File: config.mk
export PLATFORM = sky130hd
export DESIGN_NAME = wildcard_pattern_matcher_flat
export DESIGN_NICKNAME = d
export VERILOG_FILES = /design/src/rtl/core/wpm_pkg.sv /design/src/rtl/core/wpm_in_if.sv /design/src/rtl/core/wpm_out_if.sv /design/src/rtl/core/wpm_ram.sv /design/src/rtl/core/wpm_cfg.sv /design/src/rtl/core/wpm_seq.sv /design/src/rtl/core/wildcard_pattern_matcher.sv /design/src/flat_wrapper.sv
export SDC_FILE = /design/constraint.sdc
export NUM_CORES = 1
export LEC_CHECK = 0
export ABC_AREA = 1
export ABC_CLOCK_PERIOD_IN_PS = 3740
export BUFFER_PORTS_ARGS = -buffer_cell sky130_fd_sc_hd__buf_4
export CAP_MARGIN = 10
export CELL_PAD_IN_SITES_DETAIL_PLACEMENT = 2
export CELL_PAD_IN_SITES_GLOBAL_PLACEMENT = 2
export CORE_UTILIZATION = 37
export DETAILED_ROUTE_END_ITERATION = 10
export PLACE_DENSITY = 0.92
export SYNTH_ARGS = -nofsm -noshare
export SYNTH_HDL_FRONTEND = slang
export SYNTH_HIERARCHICAL = 1
export SYNTH_SLANG_ARGS = --single-unit
File: constraint.sdc
create_clock -name clk -period 3.74 [get_ports clk]
set_input_delay 0.187 -clock clk [delete_from_list [all_inputs] [get_ports clk]]
set_output_delay 0.187 -clock clk [all_outputs]
set_load 0.01 [all_outputs]
File: src/rtl/core/wpm_pkg.sv
package wpm_pkg;

  // Default pattern store depth
  localparam int MAX_PATTERN_DEF = 32;

  // Field widths
  localparam int CHAR_W = 8;
  localparam int FUNC_W = 2;
  localparam int POS_W  = 5;

  // Configuration port geometry (64-bit registers at 8-byte strides)
  localparam int CFG_DW    = 64;
  localparam int CFG_AW    = 6;
  localparam int REG_IDX_W = 3;
  localparam int REG_IDX_LSB = 3;

  // Request function codes
  localparam logic [FUNC_W-1:0] FUNC_LOAD = 2'd0;
  localparam logic [FUNC_W-1:0] FUNC_SUBJ = 2'd1;
  localparam logic [FUNC_W-1:0] FUNC_FIN  = 2'd2;

  // Register indexes
  localparam logic [REG_IDX_W-1:0] REG_MASK0 = 3'd0;
  localparam logic [REG_IDX_W-1:0] REG_MASK1 = 3'd1;
  localparam logic [REG_IDX_W-1:0] REG_MASK2 = 3'd2;
  localparam logic [REG_IDX_W-1:0] REG_MASK3 = 3'd3;
  localparam logic [REG_IDX_W-1:0] REG_LIMIT = 3'd4;

  // Pattern metacharacters
  localparam logic [CHAR_W-1:0] CH_STAR  = 8'h2A;
  localparam logic [CHAR_W-1:0] CH_QUEST = 8'h3F;
  localparam logic [CHAR_W-1:0] CH_OPT   = 8'h5E;

  // Match phase
  typedef enum logic [1:0] {
    PH_RUN  = 2'd0,
    PH_FAIL = 2'd1,
    PH_TAIL = 2'd2
  } phase_t;

endpackage

File: src/rtl/core/wpm_in_if.sv
interface wpm_in_if;
  logic                          valid;
  logic                          ready;
  logic [wpm_pkg::FUNC_W-1:0]    func;
  logic [wpm_pkg::CHAR_W-1:0]    char_value;
  logic [wpm_pkg::POS_W-1:0]     pattern_pos;

  modport source (output valid, func, char_value, pattern_pos, input ready);
  modport sink   (input valid, func, char_value, pattern_pos, output ready);
endinterface

File: src/rtl/core/wpm_out_if.sv
interface wpm_out_if;
  logic valid;
  logic ready;
  logic match;

  modport source (output valid, match, input ready);
  modport sink   (input valid, match, output ready);
endinterface

File: src/rtl/core/wpm_ram.sv
module wpm_ram #(
  parameter int WIDTH = 8,
  parameter int DEPTH = 32,
  localparam int AW = $clog2(DEPTH)
) (
  input  logic             clk,
  input  logic             we,
  input  logic [AW-1:0]    waddr,
  input  logic [WIDTH-1:0] wdata,
  input  logic [AW-1:0]    raddr,
  output logic [WIDTH-1:0] rdata
);

  logic [WIDTH-1:0] mem_r [DEPTH];
  logic [WIDTH-1:0] rdata_r;

  // Write port
  always_ff @(posedge clk) begin
    if (we) begin
      mem_r[waddr] <= wdata;
    end
  end

  // Registered read port
  always_ff @(posedge clk) begin
    rdata_r <= mem_r[raddr];
  end

  assign rdata = rdata_r;

endmodule

File: src/rtl/core/wpm_cfg.sv
module wpm_cfg (
  input  logic                          clk,
  input  logic                          rst_n,
  input  logic                          psel,
  input  logic                          penable,
  input  logic                          pwrite,
  input  logic [wpm_pkg::CFG_AW-1:0]    paddr,
  input  logic [wpm_pkg::CFG_DW-1:0]    pwdata,
  output logic [wpm_pkg::CFG_DW-1:0]    prdata,
  output logic                          pready,
  input  logic [wpm_pkg::CHAR_W-1:0]    query_char,
  output logic                          query_auth
);

  logic [wpm_pkg::CFG_DW-1:0]    mask0_r, mask1_r, mask2_r, mask3_r;
  logic                          limit_r;
  logic [wpm_pkg::REG_IDX_W-1:0] idx;
  logic                          wr_en;
  logic [4*wpm_pkg::CFG_DW-1:0]  allowed;

  assign idx    = paddr[wpm_pkg::REG_IDX_LSB +: wpm_pkg::REG_IDX_W];
  assign wr_en  = psel & penable & pwrite;
  assign pready = 1'b1;

  // Register writes
  always_ff @(posedge clk) begin
    if (!rst_n) begin
      mask0_r <= '0;
      mask1_r <= '0;
      mask2_r <= '0;
      mask3_r <= '0;
      limit_r <= 1'b0;
    end else if (wr_en) begin
      case (idx)
        wpm_pkg::REG_MASK0: mask0_r <= pwdata;
        wpm_pkg::REG_MASK1: mask1_r <= pwdata;
        wpm_pkg::REG_MASK2: mask2_r <= pwdata;
        wpm_pkg::REG_MASK3: mask3_r <= pwdata;
        wpm_pkg::REG_LIMIT: limit_r <= pwdata[0];
        default: ;
      endcase
    end
  end

  // Read mux
  always_comb begin
    case (idx)
      wpm_pkg::REG_MASK0: prdata = mask0_r;
      wpm_pkg::REG_MASK1: prdata = mask1_r;
      wpm_pkg::REG_MASK2: prdata = mask2_r;
      wpm_pkg::REG_MASK3: prdata = mask3_r;
      wpm_pkg::REG_LIMIT: prdata = {{(wpm_pkg::CFG_DW-1){1'b0}}, limit_r};
      default:            prdata = '0;
    endcase
  end

  // Authorised-character lookup
  assign allowed    = {mask3_r, mask2_r, mask1_r, mask0_r};
  assign query_auth = !limit_r || allowed[query_char];

endmodule

File: src/rtl/core/wpm_seq.sv
module wpm_seq #(
  parameter int MAX_PATTERN = wpm_pkg::MAX_PATTERN_DEF,
  localparam int AW = $clog2(MAX_PATTERN),
  localparam int LW = $clog2(MAX_PATTERN + 1)
) (
  input  logic                        clk,
  input  logic                        rst_n,
  wpm_in_if.sink                      in_ch,
  wpm_out_if.source                   out_ch,
  input  logic                        auth,
  output logic                        ram_we,
  output logic [AW-1:0]               ram_waddr,
  output logic [wpm_pkg::CHAR_W-1:0]  ram_wdata,
  output logic [AW-1:0]               ram_raddr,
  input  logic [wpm_pkg::CHAR_W-1:0]  ram_rdata
);

  typedef enum logic [3:0] {
    ST_IDLE = 4'b0001,
    ST_SUBJ = 4'b0010,
    ST_FIN  = 4'b0100,
    ST_OUT  = 4'b1000
  } state_t;

  state_t                      state_r, state_nxt;
  logic [LW-1:0]               len_r, len_nxt;
  logic [LW-1:0]               cur_r, cur_nxt;
  logic                        any_r, any_nxt;
  logic                        opt_r, opt_nxt;
  wpm_pkg::phase_t             phase_r, phase_nxt;
  logic [wpm_pkg::CHAR_W-1:0]  char_r, char_nxt;
  logic                        auth_r, auth_nxt;
  logic                        fin_b_r, fin_b_nxt;
  logic                        res_r, res_nxt;
  logic                        out_valid_r, out_valid_nxt;
  logic                        out_match_r, out_match_nxt;

  logic                        load_ok;
  logic [LW-1:0]               cur_inc;
  logic                        in_range;
  logic                        inc_in_range;
  logic [wpm_pkg::CHAR_W-1:0]  p;
  logic                        hit;

  assign in_ch.ready  = (state_r == ST_IDLE);
  assign out_ch.valid = out_valid_r;
  assign out_ch.match = out_match_r;

  assign load_ok      = int'(in_ch.pattern_pos) < MAX_PATTERN;
  assign cur_inc      = cur_r + LW'(1);
  assign in_range     = cur_r < len_r;
  assign inc_in_range = cur_inc < len_r;
  assign p            = ram_rdata;
  assign hit          = (p == char_r) || ((p == wpm_pkg::CH_QUEST) && auth_r) ||
                        (opt_r && !(any_r && auth_r));

  assign ram_waddr = AW'(in_ch.pattern_pos);
  assign ram_wdata = in_ch.char_value;
  // Read ahead at the next cursor so the store entry is ready next cycle
  assign ram_raddr = cur_nxt[AW-1:0];

  // Sequencer and shared compare step
  always_comb begin
    state_nxt     = state_r;
    len_nxt       = len_r;
    cur_nxt       = cur_r;
    any_nxt       = any_r;
    opt_nxt       = opt_r;
    phase_nxt     = phase_r;
    char_nxt      = char_r;
    auth_nxt      = auth_r;
    fin_b_nxt     = fin_b_r;
    res_nxt       = res_r;
    out_match_nxt = out_match_r;
    out_valid_nxt = out_valid_r;
    ram_we        = 1'b0;

    // Drop the result once taken
    if (out_valid_r && out_ch.ready) begin
      out_valid_nxt = 1'b0;
    end

    case (state_r)
      ST_IDLE: begin
        if (in_ch.valid) begin
          case (in_ch.func)
            wpm_pkg::FUNC_LOAD: begin
              if (load_ok) begin
                ram_we  = 1'b1;
                len_nxt = LW'(in_ch.pattern_pos) + LW'(1);
                if (in_ch.pattern_pos == '0) begin
                  cur_nxt   = '0;
                  any_nxt   = 1'b0;
                  opt_nxt   = 1'b0;
                  phase_nxt = wpm_pkg::PH_RUN;
                end
              end
            end
            wpm_pkg::FUNC_SUBJ: begin
              case (phase_r)
                wpm_pkg::PH_RUN: begin
                  char_nxt  = in_ch.char_value;
                  auth_nxt  = auth;
                  state_nxt = ST_SUBJ;
                end
                wpm_pkg::PH_TAIL: begin
                  if (!auth) begin
                    phase_nxt = wpm_pkg::PH_FAIL;
                  end
                end
                default: ;
              endcase
            end
            wpm_pkg::FUNC_FIN: begin
              fin_b_nxt = 1'b0;
              state_nxt = ST_FIN;
            end
            default: ;
          endcase
        end
      end

      // One pattern position per cycle for a subject character
      ST_SUBJ: begin
        if (!in_range) begin
          phase_nxt = wpm_pkg::PH_FAIL;
          state_nxt = ST_IDLE;
        end else if (p == wpm_pkg::CH_STAR) begin
          cur_nxt = cur_inc;
          if (!inc_in_range) begin
            phase_nxt = auth_r ? wpm_pkg::PH_TAIL : wpm_pkg::PH_FAIL;
            state_nxt = ST_IDLE;
          end else begin
            any_nxt = 1'b1;
            opt_nxt = 1'b0;
          end
        end else if (p == wpm_pkg::CH_OPT) begin
          cur_nxt = cur_inc;
          opt_nxt = 1'b1;
        end else if (hit) begin
          if (p == char_r) begin
            any_nxt = 1'b0;
          end
          cur_nxt = cur_inc;
          opt_nxt = 1'b0;
          if ((p == char_r) || (p == wpm_pkg::CH_QUEST)) begin
            state_nxt = ST_IDLE;
          end
        end else if (any_r && auth_r) begin
          state_nxt = ST_IDLE;
        end else begin
          phase_nxt = wpm_pkg::PH_FAIL;
          state_nxt = ST_IDLE;
        end
      end

      // Settle fail/tail phases, else resolve trailing '*'/'^' alternating optional and skip checks
      ST_FIN: begin
        if (phase_r == wpm_pkg::PH_FAIL) begin
          res_nxt   = 1'b0;
          state_nxt = ST_OUT;
        end else if (phase_r == wpm_pkg::PH_TAIL) begin
          res_nxt   = 1'b1;
          state_nxt = ST_OUT;
        end else if (!fin_b_r) begin
          if (in_range && (p == wpm_pkg::CH_OPT)) begin
            opt_nxt = 1'b1;
            cur_nxt = cur_inc;
          end
          fin_b_nxt = 1'b1;
        end else if ((in_range && (p == wpm_pkg::CH_STAR)) || opt_r) begin
          cur_nxt   = cur_inc;
          opt_nxt   = 1'b0;
          fin_b_nxt = 1'b0;
        end else begin
          res_nxt   = !in_range;
          state_nxt = ST_OUT;
        end
      end

      // Hand the verdict to the output register and clear the match state
      ST_OUT: begin
        if (!out_valid_r || out_ch.ready) begin
          out_valid_nxt = 1'b1;
          out_match_nxt = res_r;
          cur_nxt       = '0;
          any_nxt       = 1'b0;
          opt_nxt       = 1'b0;
          phase_nxt     = wpm_pkg::PH_RUN;
          state_nxt     = ST_IDLE;
        end
      end

      default: state_nxt = ST_IDLE;
    endcase
  end

  // Control state
  always_ff @(posedge clk) begin
    if (!rst_n) begin
      state_r     <= ST_IDLE;
      len_r       <= '0;
      cur_r       <= '0;
      any_r       <= 1'b0;
      opt_r       <= 1'b0;
      phase_r     <= wpm_pkg::PH_RUN;
      fin_b_r     <= 1'b0;
      out_valid_r <= 1'b0;
    end else begin
      state_r     <= state_nxt;
      len_r       <= len_nxt;
      cur_r       <= cur_nxt;
      any_r       <= any_nxt;
      opt_r       <= opt_nxt;
      phase_r     <= phase_nxt;
      fin_b_r     <= fin_b_nxt;
      out_valid_r <= out_valid_nxt;
    end
  end

  // Payload
  always_ff @(posedge clk) begin
    char_r      <= char_nxt;
    auth_r      <= auth_nxt;
    res_r       <= res_nxt;
    out_match_r <= out_match_nxt;
  end

endmodule

File: src/rtl/core/wildcard_pattern_matcher.sv
// Loads, ignored requests and subject characters after a failure or a trailing '*' are
// handled in the idle state. Any other subject character moves on to examine pattern
// positions in turn (1 to L+1, L the pattern length). A finish resolves trailing '^'/'*'
// and then loads the output register, held while an earlier verdict waits. The store gives
// one registered read per cycle to the compare step.
// rst_n (synchronous, active low) clears match state, length and config regs, not the store.
module wildcard_pattern_matcher #(
  parameter int MAX_PATTERN = wpm_pkg::MAX_PATTERN_DEF
) (
  input  logic                        clk,
  input  logic                        rst_n,
  wpm_in_if.sink                      in_ch,
  wpm_out_if.source                   out_ch,
  input  logic                        cfg_psel,
  input  logic                        cfg_penable,
  input  logic                        cfg_pwrite,
  input  logic [wpm_pkg::CFG_AW-1:0]  cfg_paddr,
  input  logic [wpm_pkg::CFG_DW-1:0]  cfg_pwdata,
  output logic [wpm_pkg::CFG_DW-1:0]  cfg_prdata,
  output logic                        cfg_pready
);

  localparam int AW = $clog2(MAX_PATTERN);

  logic                        auth;
  logic                        ram_we;
  logic [AW-1:0]               ram_waddr;
  logic [wpm_pkg::CHAR_W-1:0]  ram_wdata;
  logic [AW-1:0]               ram_raddr;
  logic [wpm_pkg::CHAR_W-1:0]  ram_rdata;

  // Configuration registers and authorised-set lookup
  wpm_cfg u_cfg (
    .clk        (clk),
    .rst_n      (rst_n),
    .psel       (cfg_psel),
    .penable    (cfg_penable),
    .pwrite     (cfg_pwrite),
    .paddr      (cfg_paddr),
    .pwdata     (cfg_pwdata),
    .prdata     (cfg_prdata),
    .pready     (cfg_pready),
    .query_char (in_ch.char_value),
    .query_auth (auth)
  );

  // Pattern store
  wpm_ram #(
    .WIDTH (wpm_pkg::CHAR_W),
    .DEPTH (MAX_PATTERN)
  ) u_store (
    .clk   (clk),
    .we    (ram_we),
    .waddr (ram_waddr),
    .wdata (ram_wdata),
    .raddr (ram_raddr),
    .rdata (ram_rdata)
  );

  // Match sequencer
  wpm_seq #(
    .MAX_PATTERN (MAX_PATTERN)
  ) u_seq (
    .clk       (clk),
    .rst_n     (rst_n),
    .in_ch     (in_ch),
    .out_ch    (out_ch),
    .auth      (auth),
    .ram_we    (ram_we),
    .ram_waddr (ram_waddr),
    .ram_wdata (ram_wdata),
    .ram_raddr (ram_raddr),
    .ram_rdata (ram_rdata)
  );

endmodule
File: src/flat_wrapper.sv
// flat-port wrapper written by rule: the top's interface ports become plain ports
module wildcard_pattern_matcher_flat 
#(
  parameter int MAX_PATTERN = wpm_pkg::MAX_PATTERN_DEF
)
  (clk, rst_n, cfg_psel, cfg_penable, cfg_pwrite, cfg_paddr, cfg_pwdata, cfg_prdata, cfg_pready, in_ch_valid, in_ch_func, in_ch_char_value, in_ch_pattern_pos, in_ch_ready, out_ch_valid, out_ch_match, out_ch_ready);
  wpm_in_if in_ch_i ();
  wpm_out_if out_ch_i ();
  input  logic clk;
  input  logic rst_n;
  input  logic cfg_psel;
  input  logic cfg_penable;
  input  logic cfg_pwrite;
  input  logic [wpm_pkg::CFG_AW-1:0] cfg_paddr;
  input  logic [wpm_pkg::CFG_DW-1:0] cfg_pwdata;
  output logic [wpm_pkg::CFG_DW-1:0] cfg_prdata;
  output logic cfg_pready;
  input wire logic [$bits(in_ch_i.valid)-1:0] in_ch_valid;
  input wire logic [$bits(in_ch_i.func)-1:0] in_ch_func;
  input wire logic [$bits(in_ch_i.char_value)-1:0] in_ch_char_value;
  input wire logic [$bits(in_ch_i.pattern_pos)-1:0] in_ch_pattern_pos;
  output wire logic [$bits(in_ch_i.ready)-1:0] in_ch_ready;
  output wire logic [$bits(out_ch_i.valid)-1:0] out_ch_valid;
  output wire logic [$bits(out_ch_i.match)-1:0] out_ch_match;
  input wire logic [$bits(out_ch_i.ready)-1:0] out_ch_ready;
  assign in_ch_i.valid = in_ch_valid;
  assign in_ch_i.func = in_ch_func;
  assign in_ch_i.char_value = in_ch_char_value;
  assign in_ch_i.pattern_pos = in_ch_pattern_pos;
  assign in_ch_ready = in_ch_i.ready;
  assign out_ch_valid = out_ch_i.valid;
  assign out_ch_match = out_ch_i.match;
  assign out_ch_i.ready = out_ch_ready;
  wildcard_pattern_matcher #(.MAX_PATTERN(MAX_PATTERN)) u_core (.clk(clk), .rst_n(rst_n), .in_ch(in_ch_i), .out_ch(out_ch_i), .cfg_psel(cfg_psel), .cfg_penable(cfg_penable), .cfg_pwrite(cfg_pwrite), .cfg_paddr(cfg_paddr), .cfg_pwdata(cfg_pwdata), .cfg_prdata(cfg_prdata), .cfg_pready(cfg_pready));
endmodule
==> impl_metrics.tcl <==
set metrics [dict create \
    vias 28000 \
    grt_usage_pct 37.5 \
    clock_sinks 554 \
    max-vdd-ir-drop_mv 0.390 \
    detail_route.first_pass.iterations 5 \
    worstSetupEndpointType "flop" \
    drc 0 \
    cp-start-kind "flop" \
    clk_latency_ns 0.66 \
    drive_above_1_share_pct 10.4 \
    fin_nets 3560 \
    syn_to_final_growth_pct 17.2 \
    grt_pass1_vias 30700 \
    yosysWarnings 6 \
    antenna_left 0 \
    worst_slack_ns -0.0131 \
    finalSetupTns_ns -0.0131 \
    postSynth.asyncResetShare_pct 0 \
    routed_wl_um 141000 \
    p_leak_nw 11.9 \
    cp.arrival_ns 4.26 \
    grt_use_met2_pct 65.4 \
    htree_levels 2 \
    clock.fmax_mhz 266 \
    violations "setup timing" \
    cts_tree "done" \
    worstMarginPinSlew_ns 1.32 \
    grt_max_degree 125 \
    fin_hold_ws_ns 0.0524 \
    finalHoldViolCount 0 \
    start_util_pct 37.5 \
    clockBufferDepth 3 \
    pre_cts_slack_ns 0.288 \
    die_w_um 269 \
    viasPerCell 6.29 \
    synth.yosys.seq_area_share_pct 52.1 \
    fin_skew_ns 0.0308 \
    overflow 0 \
    grt_pass1_wl_um 207000 \
    relSlewSlack_pct 11.9 \
    drv_slew 0 \
    seqCellArea_sq_um 13800 \
    cap_violations 0 \
    nFillCells 7791 \
    dieHeight_um 269 \
    rows 97 \
    dieArea_sq_um 72500 \
    numCtsBuffers 60 \
    period_share_pct 100 \
    synth-edff-count 267 \
    place_area_sq_um 28000 \
    fin_cells 4450 \
    synth_cells 3339 \
    min_path_type "primary input to flop" \
    path_class "flop to flop" \
    syn-num-nets 3447 \
    io_pins 160 \
    clk_pin_slew_ns 0.09 \
    synth.distinct_cells 41 \
    busiest_layer "met2" \
    finalSetupViolCount 1 \
    port_buffers 155 \
    antenna_found_initial 11 \
    multiInputGateArea_sq_um 11000 \
    core_area_sq_um 70400 \
    rsz0062_at_grt "no" \
    synth_area_per_cell_sq_um 7.91 \
    gp_congestion 0.789 \
    cts_root_buf "clkbuf_16" \
    place_inst 4249 \
    fin_crit_ns 3.75 \
    synth_area_sq_um 26400 \
    drtIter0Drc 2990 \
    p_per_area_nw_per_um2 502 \
    drt-wirelength-per-cell_um 31.8 \
    worstPathMaxFanout 32 \
    use_met1_pct 42.7 \
    gr-usage-met3_pct 6.65 \
    status "finished with violations" \
    synth_seq_cells 554 \
    dpl.hpwl_um 68500 \
    fin_area_sq_um 31000 \
    cp.required_ns 4.24 \
    synth_top_flop_cell "dfxtp_1" \
]
-- cell usage in the layout, fill, tap and decap left out, drive strengths merged --
| cell type | n |
|---|---|
| nand3 | 558 |
| nor2 | 597 |
| xor2 | 4 |
| clkinv | 17 |
| xnor2 | 8 |
| nand4 | 14 |
| a22oi | 63 |
| diode | 6 |
| clkbuf | 93 |
| nand3b | 1 |
| a21oi | 25 |
| o211ai | 1 |
| or2 | 2 |
| nor3 | 7 |
| edfxtp | 267 |
| inv | 94 |
| bufinv | 5 |
| o21a | 1 |
| o21ai | 270 |
| a32o | 1 |
| buf | 208 |
| ha | 16 |
| dfxtp | 287 |
| dlygate4sd3 | 75 |
| conb | 1 |
| a31oi | 1 |
| clkinvlp | 3 |
| nand2 | 884 |
| o21bai | 1 |
-- stage by stage --
stage | utilization (%) | power, mW
final | 44.0 | 15.5
after floorplan | - | 8.01
after CTS | 43.7 | 15.1
after detailed placement | 39.8 | 8.76
after global routing | 44.0 | 15.8
after global placement | 39.8 | 8.59
-- logic make-up after synthesis --
| logic type | after synthesis | synth area share, % |
|---|---|---|
| buffers and inverters | 330 | 6.39 |
| AO/OA/AOI/OAI | 363 | 7.57 |
| other | 1 | 0.0142 |
| XOR/XNOR | 12 | 0.398 |
| flip-flops | 554 | 52.1 |
| adder cells (fa/ha/maj) | 16 | 0.758 |
| AND/OR/NAND/NOR | 2063 | 32.8 |
-- flip-flops by register name (all words and copies together), names as in the netlist, 6 cells and up --
register              count
u_core/u_seq/cur_r        6
u_core/u_seq/len_r        6
u_core/u_store/mem_r    256
u_core/u_cfg/mask3_r     64
u_core/u_store/rdata      8
u_core/u_seq/char_r       8
u_core/u_cfg/mask0_r     64
u_core/u_cfg/mask1_r     64
u_core/u_cfg/mask2_r     64
-- path summary, 6_finish.rpt --
path | end | slack [ns] | from | cells past startpoint
worst max register to register | u_core/u_store/rdata[7] | -0.01 | u_core/u_seq/len_r[3] | 23
worst min-delay path | u_core/u_store/mem_r[9][7] | 0.05 | in_ch_char_value[7] | 1
worst min register to register | u_core/u_seq/out_ch.match | 0.44 | u_core/u_seq/res_r | 0
worst max-delay path | u_core/u_store/rdata[7] | -0.01 | u_core/u_seq/len_r[3] | 23
-- repair_timing --
item	in CTS	in global routing
hold buffers	75	0
endpoints found under the setup margin	0	10
resized for setup	0	14
setup buffers	0	4
endpoints found under the hold margin	281	0
-- synthesized netlist by cell type (2+ instances only) --
master	instances	share of area, %
xor2_1	4	0.13
o21ai_0	268	5.1
clkbuf_1	97	1.4
a21oi_1	24	0.45
o21ai_1	2	0.038
nor3_1	7	0.13
nor2_2	8	0.19
nand2_4	3	0.13
nand3_1	549	10
nor2_1	584	8.3
buf_4	50	1.4
inv_2	12	0.17
buf_2	52	0.98
nand2_1	874	12
nand3_2	7	0.27
xnor2_1	8	0.27
ha_1	16	0.76
nand2_2	7	0.17
buf_1	11	0.16
buf_6	25	1.1
inv_1	79	1.1
nor2_4	4	0.17
edfxtp_1	267	30
inv_4	2	0.047
a22oi_1	63	1.8
dfxtp_1	287	22
nand4_1	14	0.33
nand3_4	2	0.13
-- metal layers --
metal	vias up	part of all wire [%]	wire, um
met4	10	6.9	9740
met1	14200	36	51100
met5	-	0.046	65
li1	11300	-	-
met2	1833	49	69400
met3	664	7.8	11100
-- critical path, stage by stage (launching register included) --
cell and delay (ns):
dfxtp_1 0.34, inv_1 0.07, ha_1 0.32, nand2_1 0.10, nand2_1 0.09, a21oi_4 0.31, buf_4 0.18, nand3_4 0.08
nand3_2 0.13, nand3_1 0.10, nand2_1 0.08, inv_1 0.05, o21ai_2 0.23, clkinv_2 0.19, buf_4 0.22, buf_16 0.19
nand2_1 0.11, nand3_1 0.09, nand3_1 0.14, nand2_1 0.13, nand2_1 0.10, nand2_1 0.09, nand2_1 0.10, nand2_1 0.16
-- where the power goes --
part           internal [mW]  total, mW  switching (mW)
Clock                   3.54       6.46            2.92
Sequential              6.49       6.66           0.171
Combinational          0.659       2.41            1.75
-- layout make-up --
class                   instances  share of cell area [%]
flip-flops and latches        554                    44.5
multi-input cells            2455                    35.6
repair buffers                286                    8.38
clock buffers                  90                    5.57
well taps                     940                    3.80
inverters                      95                    1.21
clock inverters                24                   0.893
diodes                          6                  0.0485
Note: power is estimated with default switching activity, not from simulation.
